===== config.mk =====
export PLATFORM = sky130hd
export DESIGN_NAME = refcounted_probe_cache_table
export DESIGN_NICKNAME = d
export VERILOG_FILES = /design/src/sv/rpct_pkg.sv /design/src/sv/rpct_hash.sv /design/src/sv/refcounted_probe_cache_table.sv
export SDC_FILE = /design/constraint.sdc
export NUM_CORES = 2
export LEC_CHECK = 0
export BUFFER_PORTS_ARGS = -buffer_cell sky130_fd_sc_hd__buf_2
export CELL_PAD_IN_SITES_DETAIL_PLACEMENT = 0
export CELL_PAD_IN_SITES_GLOBAL_PLACEMENT = 1
export CORE_MARGIN = 3
export CORE_UTILIZATION = 45
export CTS_CLUSTER_SIZE = 28
export DETAILED_ROUTE_END_ITERATION = 10
export GPL_TIMING_DRIVEN = 0
export PLACE_DENSITY = 0.72
export SLEW_MARGIN = 40
export SYNTH_ARGS = -nofsm -noshare
export SYNTH_HDL_FRONTEND = slang
export SYNTH_SLANG_ARGS = --single-unit

===== constraint.sdc =====
create_clock -name clk -period 13.2 [get_ports clk]
set_input_delay 2.64 -clock clk [delete_from_list [all_inputs] [get_ports clk]]
set_output_delay 2.64 -clock clk [all_outputs]
set_load 0.02 [all_outputs]

===== src/sv/rpct_pkg.sv =====
// shared types and codes of the probe cache table
`default_nettype none

package rpct_pkg;

  localparam int SLOTS_DEF = 64;
  localparam int NUM_W     = 32;
  localparam int SLOT_W    = 6;
  localparam int REFS_W    = 8;
  localparam int STATUS_W  = 4;
  localparam int LIMIT_W   = 4;

  localparam logic [LIMIT_W-1:0] LIMIT_RESET = 4'd1;
  localparam logic [REFS_W-1:0]  REFS_MAX    = 8'hFF;

  // action codes
  localparam logic [1:0] ACT_REQUEST = 2'd0;
  localparam logic [1:0] ACT_RELEASE = 2'd1;
  localparam logic [1:0] ACT_MARK    = 2'd2;
  localparam logic [1:0] ACT_FLUSH   = 2'd3;

  // status codes
  localparam logic [STATUS_W-1:0] ST_HIT        = 4'd0;
  localparam logic [STATUS_W-1:0] ST_MISS       = 4'd1;
  localparam logic [STATUS_W-1:0] ST_NO_FREE    = 4'd2;
  localparam logic [STATUS_W-1:0] ST_REJECTED   = 4'd3;
  localparam logic [STATUS_W-1:0] ST_RELEASED   = 4'd4;
  localparam logic [STATUS_W-1:0] ST_UNDERFLOW  = 4'd5;
  localparam logic [STATUS_W-1:0] ST_MARKED     = 4'd6;
  localparam logic [STATUS_W-1:0] ST_FLUSH_WB   = 4'd7;
  localparam logic [STATUS_W-1:0] ST_FLUSH_NONE = 4'd8;
  localparam logic [STATUS_W-1:0] ST_OVERFLOW   = 4'd9;

  typedef struct packed {
    logic [1:0]        action;
    logic [NUM_W-1:0]  object_number;
    logic [SLOT_W-1:0] slot;
  } in_t;

  typedef struct packed {
    logic [STATUS_W-1:0] status;
    logic [SLOT_W-1:0]   result_slot;
    logic                load_needed;
    logic                writeback_needed;
    logic [NUM_W-1:0]    writeback_number;
    logic                last;
  } out_t;

  // one table entry as held in the slot memory
  typedef struct packed {
    logic [NUM_W-1:0]  number;
    logic [REFS_W-1:0] refs;
    logic              dirty;
  } entry_t;

endpackage

`default_nettype wire


===== src/sv/rpct_hash.sv =====
// iterative start slot unit: object number modulo the slot count
`default_nettype none

module rpct_hash import rpct_pkg::*; #(
  parameter int SLOTS = SLOTS_DEF
) (
  input  logic                       clk,
  input  logic                       rst,
  input  logic                       start,
  input  logic [NUM_W-1:0]           num,
  output logic                       done,
  output logic [$clog2(SLOTS)-1:0]   rem
);

  localparam int IDX_W   = $clog2(SLOTS);
  localparam int R_W     = IDX_W + 1;
  localparam int DIGIT_W = 4;
  localparam int STEPS   = NUM_W / DIGIT_W;
  localparam int CNT_W   = $clog2(STEPS);
  localparam logic [R_W-1:0] SLOTS_R = R_W'(SLOTS);

  logic             busy;
  logic [CNT_W-1:0] cnt;
  logic [NUM_W-1:0] sh;
  logic [IDX_W-1:0] r;
  logic [IDX_W-1:0] r_next;

  // four remainder steps per cycle, most significant bits first
  always_comb begin
    logic [R_W-1:0] acc;
    acc = {1'b0, r};
    for (int j = 0; j < DIGIT_W; j++) begin
      acc = {acc[R_W-2:0], sh[NUM_W-1-j]};
      if (acc >= SLOTS_R) begin
        acc = acc - SLOTS_R;
      end
    end
    r_next = acc[IDX_W-1:0];
  end

  always_ff @(posedge clk) begin
    if (rst) begin
      busy <= 1'b0;
      done <= 1'b0;
      cnt  <= '0;
    end else begin
      done <= 1'b0;
      if (start) begin
        busy <= 1'b1;
        cnt  <= '0;
        sh   <= num;
        r    <= '0;
      end else if (busy) begin
        r   <= r_next;
        sh  <= sh << DIGIT_W;
        cnt <= cnt + 1'b1;
        if (cnt == CNT_W'(STEPS - 1)) begin
          busy <= 1'b0;
          done <= 1'b1;
        end
      end
    end
  end

  assign rem = r;

endmodule

`default_nettype wire


===== src/sv/refcounted_probe_cache_table.sv =====
// top level of the reference counted linear probing cache table
`default_nettype none

// Slot table with reference counts. Entries live in one single-port-read
// slot memory (read data registered), valid bits in flops. One input
// item is worked on at a time. A release or mark-dirty reads its slot,
// then updates it. A request finds its start slot with an iterative
// modulo unit, then streams one memory read per cycle through the probe
// sequence, looking for a hit and remembering the first free slot in the
// same pass; a hit ends the walk early. A flush reads every slot with a
// read/check step pair and can be held by an output stall. A finished
// result waits in the output register while the next item is taken.
module refcounted_probe_cache_table import rpct_pkg::*; #(
  parameter int SLOTS = SLOTS_DEF
) (
  input  logic               clk,
  input  logic               rst,
  input  logic               in_valid,
  output logic               in_ready,
  input  in_t                in_data,
  output logic               out_valid,
  input  logic               out_ready,
  output out_t               out_data,
  input  logic               cfg_we,
  input  logic [LIMIT_W-1:0] cfg_wdata
);

  localparam int IDX_W = $clog2(SLOTS);
  localparam int CNT_W = $clog2(SLOTS + 1);
  localparam logic [IDX_W:0]   SLOTS_R   = (IDX_W + 1)'(SLOTS);
  localparam logic [IDX_W-1:0] LAST_SLOT = IDX_W'(SLOTS - 1);
  localparam logic [CNT_W-1:0] SLOTS_C   = CNT_W'(SLOTS);

  typedef enum logic [2:0] {
    S_IDLE, S_HASH, S_SCAN, S_UPD, S_FL_RD, S_FL_CHK, S_FL_END, S_EMIT
  } state_t;

  // input slot index wrapped into the table
  function automatic logic [IDX_W-1:0] slot_wrap(input logic [SLOT_W-1:0] s);
    logic [IDX_W:0] acc;
    acc = '0;
    for (int j = SLOT_W - 1; j >= 0; j--) begin
      acc = {acc[IDX_W-1:0], s[j]};
      if (acc >= SLOTS_R) begin
        acc = acc - SLOTS_R;
      end
    end
    return acc[IDX_W-1:0];
  endfunction

  function automatic out_t mk_res(input logic [STATUS_W-1:0] st,
                                  input logic [IDX_W-1:0] sl,
                                  input logic ld, input logic wb,
                                  input logic [NUM_W-1:0] wbn,
                                  input logic lst);
    out_t o;
    o.status           = st;
    o.result_slot      = SLOT_W'(sl);
    o.load_needed      = ld;
    o.writeback_needed = wb;
    o.writeback_number = wbn;
    o.last             = lst;
    return o;
  endfunction

  state_t             state;
  logic [LIMIT_W-1:0] reserved_limit;
  logic [1:0]         act;
  logic [NUM_W-1:0]   num;
  logic [IDX_W-1:0]   probe;
  logic [CNT_W-1:0]   kcnt;
  logic               chk_vld;
  logic               have_free;
  logic [IDX_W-1:0]   free_slot;
  logic               free_wb;
  logic [NUM_W-1:0]   free_num;
  logic               pend;
  out_t               res;
  logic [SLOTS-1:0]   valid_bits;

  // slot memory
  entry_t             mem [SLOTS];
  entry_t             rd_data;
  logic [IDX_W-1:0]   rd_slot;
  logic               rd_en;
  logic [IDX_W-1:0]   rd_addr;
  logic               wr_en;
  logic [IDX_W-1:0]   wr_addr;
  entry_t             wr_data;

  logic               in_fire;
  logic               out_free;
  logic [IDX_W-1:0]   in_slot;
  logic               reserved;
  logic               hash_start;
  logic               hash_done;
  logic [IDX_W-1:0]   hash_rem;
  logic               ent_valid;
  logic [REFS_W-1:0]  ent_refs;
  logic               ent_dirty;
  logic               hit;
  logic               scan_issue;
  logic               scan_done;
  logic [IDX_W-1:0]   probe_inc;
  logic               fl_go;

  assign in_ready   = (state == S_IDLE);
  assign in_fire    = in_valid && in_ready;
  assign out_free   = !out_valid || out_ready;
  assign in_slot    = slot_wrap(in_data.slot);
  assign reserved   = (in_data.object_number <= NUM_W'(reserved_limit));
  assign hash_start = in_fire && (in_data.action == ACT_REQUEST) && !reserved;

  // entry as seen through its valid bit
  assign ent_valid = valid_bits[rd_slot];
  assign ent_refs  = ent_valid ? rd_data.refs : '0;
  assign ent_dirty = ent_valid && rd_data.dirty;
  assign hit       = ent_valid && (rd_data.number == num);

  assign scan_issue = (state == S_SCAN) && (kcnt != SLOTS_C);
  assign scan_done  = (state == S_SCAN) && !chk_vld && (kcnt == SLOTS_C);
  assign probe_inc  = (probe == LAST_SLOT) ? '0 : probe + 1'b1;
  assign fl_go      = !ent_dirty || !pend || out_free;

  rpct_hash #(.SLOTS(SLOTS)) u_hash (
    .clk   (clk),
    .rst   (rst),
    .start (hash_start),
    .num   (in_data.object_number),
    .done  (hash_done),
    .rem   (hash_rem)
  );

  // memory read port select
  always_comb begin
    rd_en   = 1'b0;
    rd_addr = probe;
    unique case (state)
      S_IDLE: begin
        rd_en   = in_fire && ((in_data.action == ACT_RELEASE) ||
                              (in_data.action == ACT_MARK));
        rd_addr = in_slot;
      end
      S_SCAN:  rd_en = scan_issue;
      S_FL_RD: rd_en = 1'b1;
      default: rd_en = 1'b0;
    endcase
  end

  // read-modify-write back into the slot memory
  always_comb begin
    wr_en   = 1'b0;
    wr_addr = rd_slot;
    wr_data = rd_data;
    unique case (state)
      S_SCAN: begin
        if (chk_vld && hit && (rd_data.refs != REFS_MAX)) begin
          wr_en        = 1'b1;
          wr_data.refs = rd_data.refs + 1'b1;
        end else if (scan_done && have_free) begin
          wr_en          = 1'b1;
          wr_addr        = free_slot;
          wr_data.number = num;
          wr_data.refs   = REFS_W'(1);
          wr_data.dirty  = 1'b0;
        end
      end
      S_UPD: begin
        if (act == ACT_RELEASE && ent_refs != '0) begin
          wr_en        = 1'b1;
          wr_data.refs = rd_data.refs - 1'b1;
        end else if (act == ACT_MARK && ent_valid) begin
          wr_en         = 1'b1;
          wr_data.dirty = 1'b1;
        end
      end
      default: wr_en = 1'b0;
    endcase
  end

  always_ff @(posedge clk) begin
    if (wr_en) begin
      mem[wr_addr] <= wr_data;
    end
    if (rd_en) begin
      rd_data <= mem[rd_addr];
      rd_slot <= rd_addr;
    end
  end

  // sequencer, valid bits and output register
  always_ff @(posedge clk) begin
    if (rst) begin
      state          <= S_IDLE;
      reserved_limit <= LIMIT_RESET;
      valid_bits     <= '0;
      out_valid      <= 1'b0;
      chk_vld        <= 1'b0;
      have_free      <= 1'b0;
      pend           <= 1'b0;
      kcnt           <= '0;
    end else begin
      if (cfg_we) begin
        reserved_limit <= cfg_wdata;
      end
      if (out_valid && out_ready) begin
        out_valid <= 1'b0;
      end
      unique case (state)
        S_IDLE: begin
          if (in_fire) begin
            act <= in_data.action;
            num <= in_data.object_number;
            unique case (in_data.action)
              ACT_REQUEST: begin
                if (reserved) begin
                  res   <= mk_res(ST_REJECTED, '0, 1'b0, 1'b0, '0, 1'b1);
                  state <= S_EMIT;
                end else begin
                  state <= S_HASH;
                end
              end
              ACT_RELEASE, ACT_MARK: begin
                probe <= in_slot;
                state <= S_UPD;
              end
              default: begin
                probe <= '0;
                pend  <= 1'b0;
                state <= S_FL_RD;
              end
            endcase
          end
        end
        S_HASH: begin
          if (hash_done) begin
            probe     <= hash_rem;
            kcnt      <= '0;
            chk_vld   <= 1'b0;
            have_free <= 1'b0;
            state     <= S_SCAN;
          end
        end
        S_SCAN: begin
          chk_vld <= scan_issue;
          if (scan_issue) begin
            probe <= probe_inc;
            kcnt  <= kcnt + 1'b1;
          end
          if (chk_vld) begin
            // hit ends the walk, else remember the first free slot
            if (hit) begin
              res <= mk_res((rd_data.refs == REFS_MAX) ? ST_OVERFLOW : ST_HIT,
                            rd_slot, 1'b0, 1'b0, '0, 1'b1);
              state <= S_EMIT;
            end else if (ent_refs == '0 && !have_free) begin
              have_free <= 1'b1;
              free_slot <= rd_slot;
              free_wb   <= ent_dirty;
              free_num  <= rd_data.number;
            end
          end else if (kcnt == SLOTS_C) begin
            if (have_free) begin
              valid_bits[free_slot] <= 1'b1;
              res <= mk_res(ST_MISS, free_slot, 1'b1, free_wb,
                            free_wb ? free_num : '0, 1'b1);
            end else begin
              res <= mk_res(ST_NO_FREE, '0, 1'b0, 1'b0, '0, 1'b1);
            end
            state <= S_EMIT;
          end
        end
        S_UPD: begin
          if (act == ACT_RELEASE) begin
            res <= mk_res((ent_refs == '0) ? ST_UNDERFLOW : ST_RELEASED,
                          rd_slot, 1'b0, 1'b0, '0, 1'b1);
          end else begin
            res <= mk_res(ST_MARKED, rd_slot, 1'b0, 1'b0, '0, 1'b1);
          end
          state <= S_EMIT;
        end
        S_FL_RD: begin
          state <= S_FL_CHK;
        end
        S_FL_CHK: begin
          // hold one dirty slot back so the final one can carry last
          if (ent_dirty && fl_go) begin
            if (pend) begin
              out_valid <= 1'b1;
              out_data  <= res;
            end
            res  <= mk_res(ST_FLUSH_WB, rd_slot, 1'b0, 1'b1, rd_data.number, 1'b0);
            pend <= 1'b1;
          end
          if (fl_go) begin
            if (probe == LAST_SLOT) begin
              state <= S_FL_END;
            end else begin
              probe <= probe_inc;
              state <= S_FL_RD;
            end
          end
        end
        S_FL_END: begin
          if (out_free) begin
            out_valid <= 1'b1;
            if (pend) begin
              out_data      <= res;
              out_data.last <= 1'b1;
            end else begin
              out_data <= mk_res(ST_FLUSH_NONE, '0, 1'b0, 1'b0, '0, 1'b1);
            end
            state <= S_IDLE;
          end
        end
        S_EMIT: begin
          if (out_free) begin
            out_valid <= 1'b1;
            out_data  <= res;
            state     <= S_IDLE;
          end
        end
        default: state <= S_IDLE;
      endcase
    end
  end

endmodule

`default_nettype wire


# Word level (Yosys, flattened, before mapping)
# Memories as Yosys holds them, arrays and structs flattened. A register that Yosys moved wholly into a read port is not among the register bits.
# Cells that the tools add are included.
classes:
  mux: 93
  reduce_logical: 55
  eq_ne: 37
  mul: 0
  div_mod_pow: 0
  bitwise_logic: 5
  n_addsub: 9
  magnitude_cmp: 8
  shift: 0
ops:
  columns: ["op", "n"]
  rows:
  - ["45-bit two-way mux", 12]
  - ["45-bit case mux with 4 select lines", 1]
  - ["32-bit two-way mux", 5]
  - ["45-bit case mux with 3 select lines", 1]
  - ["6-bit two-way mux", 15]
  - ["43-bit two-way mux", 2]
  - ["64-bit bitwise OR", 1]
  - ["41-bit two-way mux", 1]
  - ["32-bit equality test", 1]
  - ["32-bit by 4-bit <= comparator with 1-bit output", 1]
  - ["7-bit greater-or-equal comparator, second input constant", 4]
  - ["1-bit two-way mux", 27]
  - ["3-bit two-way mux", 8]
  - ["8-bit two-way mux", 3]
  - ["6-bit case mux with 4 select lines", 1]
  - ["6-bit by 1-bit subtractor with 6-bit output, second input constant", 4]
  - ["2-bit inequality test, second input constant", 11]
  - ["3-bit case mux with 7 select lines", 1]
  - ["1-bit logical AND", 18]
  - ["9-bit case mux with 2 select lines", 1]
  - ["8-bit AND reduction", 2]
  - ["3-bit equality test, second input constant", 5]
  - ["6-bit by 7-bit less-than comparator with 1-bit output, second input constant", 2]
  - ["7-bit two-way mux", 2]
  - ["44 further kinds", 78]
totals:
  memories: 1
  mem_bits_ro: 0
  output_inout_bits: 47
  latchBits: 0
  wordCells: 240
  ram_bits: 2624
  regBits: 300
  inputBits: 49
mem_list:
  columns: ["memory", "words", "width", "rd", "rd_ports_with_merged_regs", "wr", "line_no", "text"]
  rows:
  - ["mem", 64, 41, 1, 1, 1, "refcounted_probe_cache_table.sv:82", "entry_t mem [SLOTS];"]

# Longest topological paths before layout
depth:
  depth_word: 9
  ltp_mapped: 14
  depth_no_buf: 9

# By module
# From an unflattened synthesis, not the netlist that was laid out.
unflattened:
  hier_cells: 8684
  hier_area_um2: 118732.6
modules_own_cells:
  columns: ["mod", "cells_per_inst", "seq_area_each_um2", "area_per_inst_um2", "instances"]
  rows:
  - ["refcounted_probe_cache_table", 8580, 86923.4, 116835.8, 1]
  - ["rpct_hash", 104, 1241.2, 1896.8, 1]

# Worst setup path after synthesis
# Ideal clock, no wire load.
synth_timing:
  path_type: "input port to flip-flop"
  from: "input rst"
  to: "register free_num[0] (enable)"
  setup_ns: 0.550
  arrival_time_ns: 7.004
  setup_slack_ns: 5.646
  cell_stages: 2
  path_buffers: 1
  t_required_ns: 12.650
  cell_sequence: "clkbuf_1 nor4b_1"
synth_between:
  elab_chain_cells: 2
synth_rtl:
  columns: ["item", "line_no", "text"]
  rows:
  - ["start, declared", "refcounted_probe_cache_table.sv:17", "input logic rst,"]
  - ["1-bit inverter (no line)", null, null]
  - ["5-bit AND reduction (no line)", null, null]
  - ["end signal, assigned", "refcounted_probe_cache_table.sv:260", "free_num <= rd_data.number;"]
  - ["end, declared", "refcounted_probe_cache_table.sv:76", "logic [NUM_W-1:0] free_num;"]
# No other way between the ends.
# A chain may end at the register's enable or synchronous reset.

# Worst setup path after layout
layout_timing:
  from: "input in_data[2] (netlist bit)"
  to: "register rd_data[39] (netlist name)"
layout_between:
  elab_chain_cells: 1
layout_rtl:
  columns: ["item", "line_no", "text"]
  rows:
  - ["start, declared", "refcounted_probe_cache_table.sv:20", "input in_t in_data,"]
  - ["6-bit two-way mux", "refcounted_probe_cache_table.sv:138", "unique case (state)"]
# No other way between the ends.

==> impl_metrics.env <==
export IMPL_r2r_cells=10
export IMPL_switchingPower_mw=18.0
export IMPL_reg2reg_slack_ns=7.02
export IMPL_final_area_um2=142000
export IMPL_busiest_layer="met2"
export IMPL_first_pass_iters=6
export IMPL_min_from="valid_bits[14]"
export IMPL_route_detailed_drc=0
export IMPL_synth_avg_cell_area_um2=13.8
export IMPL_port_buffers=93
export IMPL_cts_repair_resized=0
export IMPL_dieWidth_um=519
export IMPL_cts_root_buf="clkbuf_16"
export IMPL_wl_per_cell_um=36.4
export IMPL_drive_gt1_share_pct=15.6
export IMPL_tightest_slew_ns=1.06
export IMPL_grt_pass1_vias=76900
export IMPL_place_gp_congestion=0.983
export IMPL_cap_violations=0
export IMPL_required_ns=13.82
export IMPL_clock_path_buffers=4
export IMPL_crit_path_start="in_data[2]"
export IMPL_timing_rr_start="state[0]"
export IMPL_dpl_worst_slack_ns=5.33
export IMPL_postCtsSetupBuffers=0
export IMPL_dieArea_um2=270000
export IMPL_whs_ns=0.471
export IMPL_fmax_ghz=0.136
export IMPL_routed_wl_mm=477
export IMPL_globalRouteMet1Util_pct=46.3
export IMPL_num_vias=84200
export IMPL_fillCellCount=21100
export IMPL_internal_power_mw=20.9
export IMPL_period_needed_ns=7.35
export IMPL_areaGrowthSynthToFinish_pct=19.5
export IMPL_synthTopCellsByArea="edfxtp_1 73%, nand2_1 6.6%, a311oi_1 4.7%"
export IMPL_layout_common_cells="2878 x edfxtp_1, 2042 x nand2_1, 657 x nand3_1, 503 x a311oi_1, 411 x clkbuf_1"
export IMPL_rsz0062_at_grt="no"
export IMPL_grt_pass1_wl_mm=641
export IMPL_crit_path_start_kind="primary input"
export IMPL_arrival_ns=7.97
export IMPL_viasPerCell=6.42
export IMPL_postSynthCellCount=8626
export IMPL_endpoint="rd_data[39]"
export IMPL_dp_hpwl_mm=353
export IMPL_grt_overflow=0
export IMPL_layout_nets=9430
export IMPL_clock_latency_ns=0.90
export IMPL_synth_area_um2=119000
export IMPL_drv_slew=0
export IMPL_synthArstFlopShare_pct=0
export IMPL_synth_seq_area_share_pct=74.3
export IMPL_mostFrequentLayoutCell="edfxtp_1"
export IMPL_start_util_pct=45.5
export IMPL_cts_tree="built"
export IMPL_min_path_type="reg -> reg"
export IMPL_p_per_area_nw_per_um2=274
export IMPL_synth_top_area_cell="edfxtp_1"
export IMPL_r2r_end="rd_data[35]"
export IMPL_status="complete, no violations"
export IMPL_numCtsBuffers=318
export IMPL_groute_usage_overall_pct=34.4
export IMPL_end_kind="flip-flop"
export IMPL_grt_max_degree=49
export IMPL_final_hold_viol_count=0
export IMPL_worstSetupPathType="in -> reg"
export IMPL_antenna_found_initial=53
export IMPL_synth_net_count=8689
export IMPL_critPathMaxFanout=10
export IMPL_seqPwrFrac_pct=31.2
export IMPL_ioPinCount=96
export IMPL_p_leak_nw=47.5
export IMPL_peakVddDrop_mv=0.184
export IMPL_rows=187
export IMPL_slew_headroom_pct=29.1
export IMPL_period_share_pct=55.6
export IMPL_drt_initial_drc_count=14600
export IMPL_synth_edf_count=2878
export IMPL_dieHeight_um=519
export IMPL_use_met2_pct=50.3
export IMPL_setup_violations=0
export IMPL_met3_usage_pct=10.8
export IMPL_core_um2=261000
export IMPL_clock_skew_final_ns=0.0566
export IMPL_dpl_instance_area_um2=132000
export IMPL_synth_top_area_share_pct=72.8
export IMPL_postCtsHoldBufs=0
export IMPL_swShare_pct=46.3
export IMPL_numClockSinks=2965
export IMPL_pwr_share_comb_pct=46.2
export IMPL_ys_types=77
export IMPL_setup_tns_ns=0
export IMPL_ant_nets=0
export IMPL_clkPwrFrac_pct=22.6
export IMPL_ys_seq_elements=2965
export IMPL_finalWorstSetupSlack_ns=5.85
export IMPL_synth_top_flop_cell="edfxtp_1"
export IMPL_clkTransAtPathRegs_ns=0.06
export IMPL_yosysWarnings=0
export IMPL_h_tree_depth=5
## metrics by stage
step,std cells,utilization (%),power [mW]
floorplan,8626,-,19.7
global placement,12200,47.3,28.4
detailed placement,12500,50.4,29.3
CTS,13100,54.2,37.9
global route,13100,54.3,39.4
finish,13100,54.4,38.9
## critical path: stages
cell and delay, ns:
buf_2 0.12, or4b_1 0.70, buf_2 0.45, and2_1 0.26
buf_6 0.12, clkinv_2 0.11, buf_2 0.31, buf_2 0.75
buf_2 0.70, a311oi_1 0.40, nor3_1 0.81, or4_1 0.54
## cells by family (layout without fill, tap and decap cells)
group,count (synthesis),in the layout,synth area share (%)
AO/OA/AOI/OAI,1219,1219,8.21
XOR/XNOR,41,41,0.303
adder cells (fa/ha/maj),14,14,0.148
buffers and inverters,685,1668,2.54
flip-flops,2965,2965,74.3
multiplexers,79,79,0.869
other,0,24,0
AND/OR/NAND/NOR,3623,3623,13.6
## metal layers
metal	share of wire, %	up-vias
met4	6.1	28
met2	43	6103
met3	14	998
li1	-	34500
met5	0.042	-
met1	37	42600
## state kept, by name, summed over array words and instances (netlist names), 2 cells and up
register	count
mem	2624
valid_bits	64
out_data	45
res	45
rd_data	41
free_num	32
num	32
u_hash.sh	32
kcnt	7
free_slot	6
probe	6
rd_slot	6
u_hash.rem	6
reserved_limit	4
state	3
u_hash.cnt	3
act	2
## synthesized netlist by cell type (5+ instances only)
library cell	count
nand2b_1	8
a22o_1	39
o21ai_0	37
mux2i_1	31
mux2_2	32
mux4_2	16
nor4_1	19
a2111oi_0	6
nor3b_1	11
nor4b_1	6
a31oi_1	9
a311oi_1	634
a21boi_0	5
and2_1	13
o31ai_1	5
a21oi_1	86
nand2_1	2074
clkbuf_1	404
ha_1	14
buf_2	161
a311o_1	6
a211oi_1	322
a2bb2oi_1	5
a21o_1	7
o22ai_1	5
and3_1	338
a32oi_1	7
inv_1	18
buf_6	18
nand4_1	20
nor2_1	180
dfxtp_1	87
buf_4	27
a22oi_1	7
or3_1	21
o21ai_1	7
nor3_1	156
buf_1	52
nand3_1	657
or4_1	36
edfxtp_1	2878
nor2b_1	61
xor2_1	38
o21a_1	6
## power groups by stage
| stage | Sequential, mW | Combinational (mW) | Clock (mW) |
|---|---|---|---|
| floorplan | 12.4 | 7.38 | 0 |
| global placement | 12.7 | 15.7 | 0 |
| detailed placement | 12.3 | 16.9 | 0 |
| CTS | 12.1 | 17.0 | 8.80 |
| global route | 12.2 | 18.1 | 9.18 |
| finish | 12.1 | 18.0 | 8.78 |
## layout make-up
type                    instances  area (um2)  share of cell area, %
clock inverters               161        1560                   1.10
repair buffers                421        6560                   4.62
inverters                      23        87.6                 0.0618
plain buffers                 662        3030                   2.13
multi-input cells            4976       29600                   20.9
diodes                         24        60.1                 0.0423
clock buffers                 401        8420                   5.94
well taps                    3496        4370                   3.08
flip-flops and latches       2965       88200                   62.2
## worst min-delay path by stage
stage / end / slack [ns] / cells after the start
4_1_cts: valid_bits[40] / 0.47 / 2
6_report: valid_bits[14] / 0.47 / 2
5_1_grt: valid_bits[19] / 0.49 / 2
3_5_place_dp: valid_bits[44] / 0.45 / 2
2_1_floorplan: free_slot[0] / 0.42 / 0
3_3_place_gp: valid_bits[43] / 0.44 / 2
(Power assumes the default switching activity.)
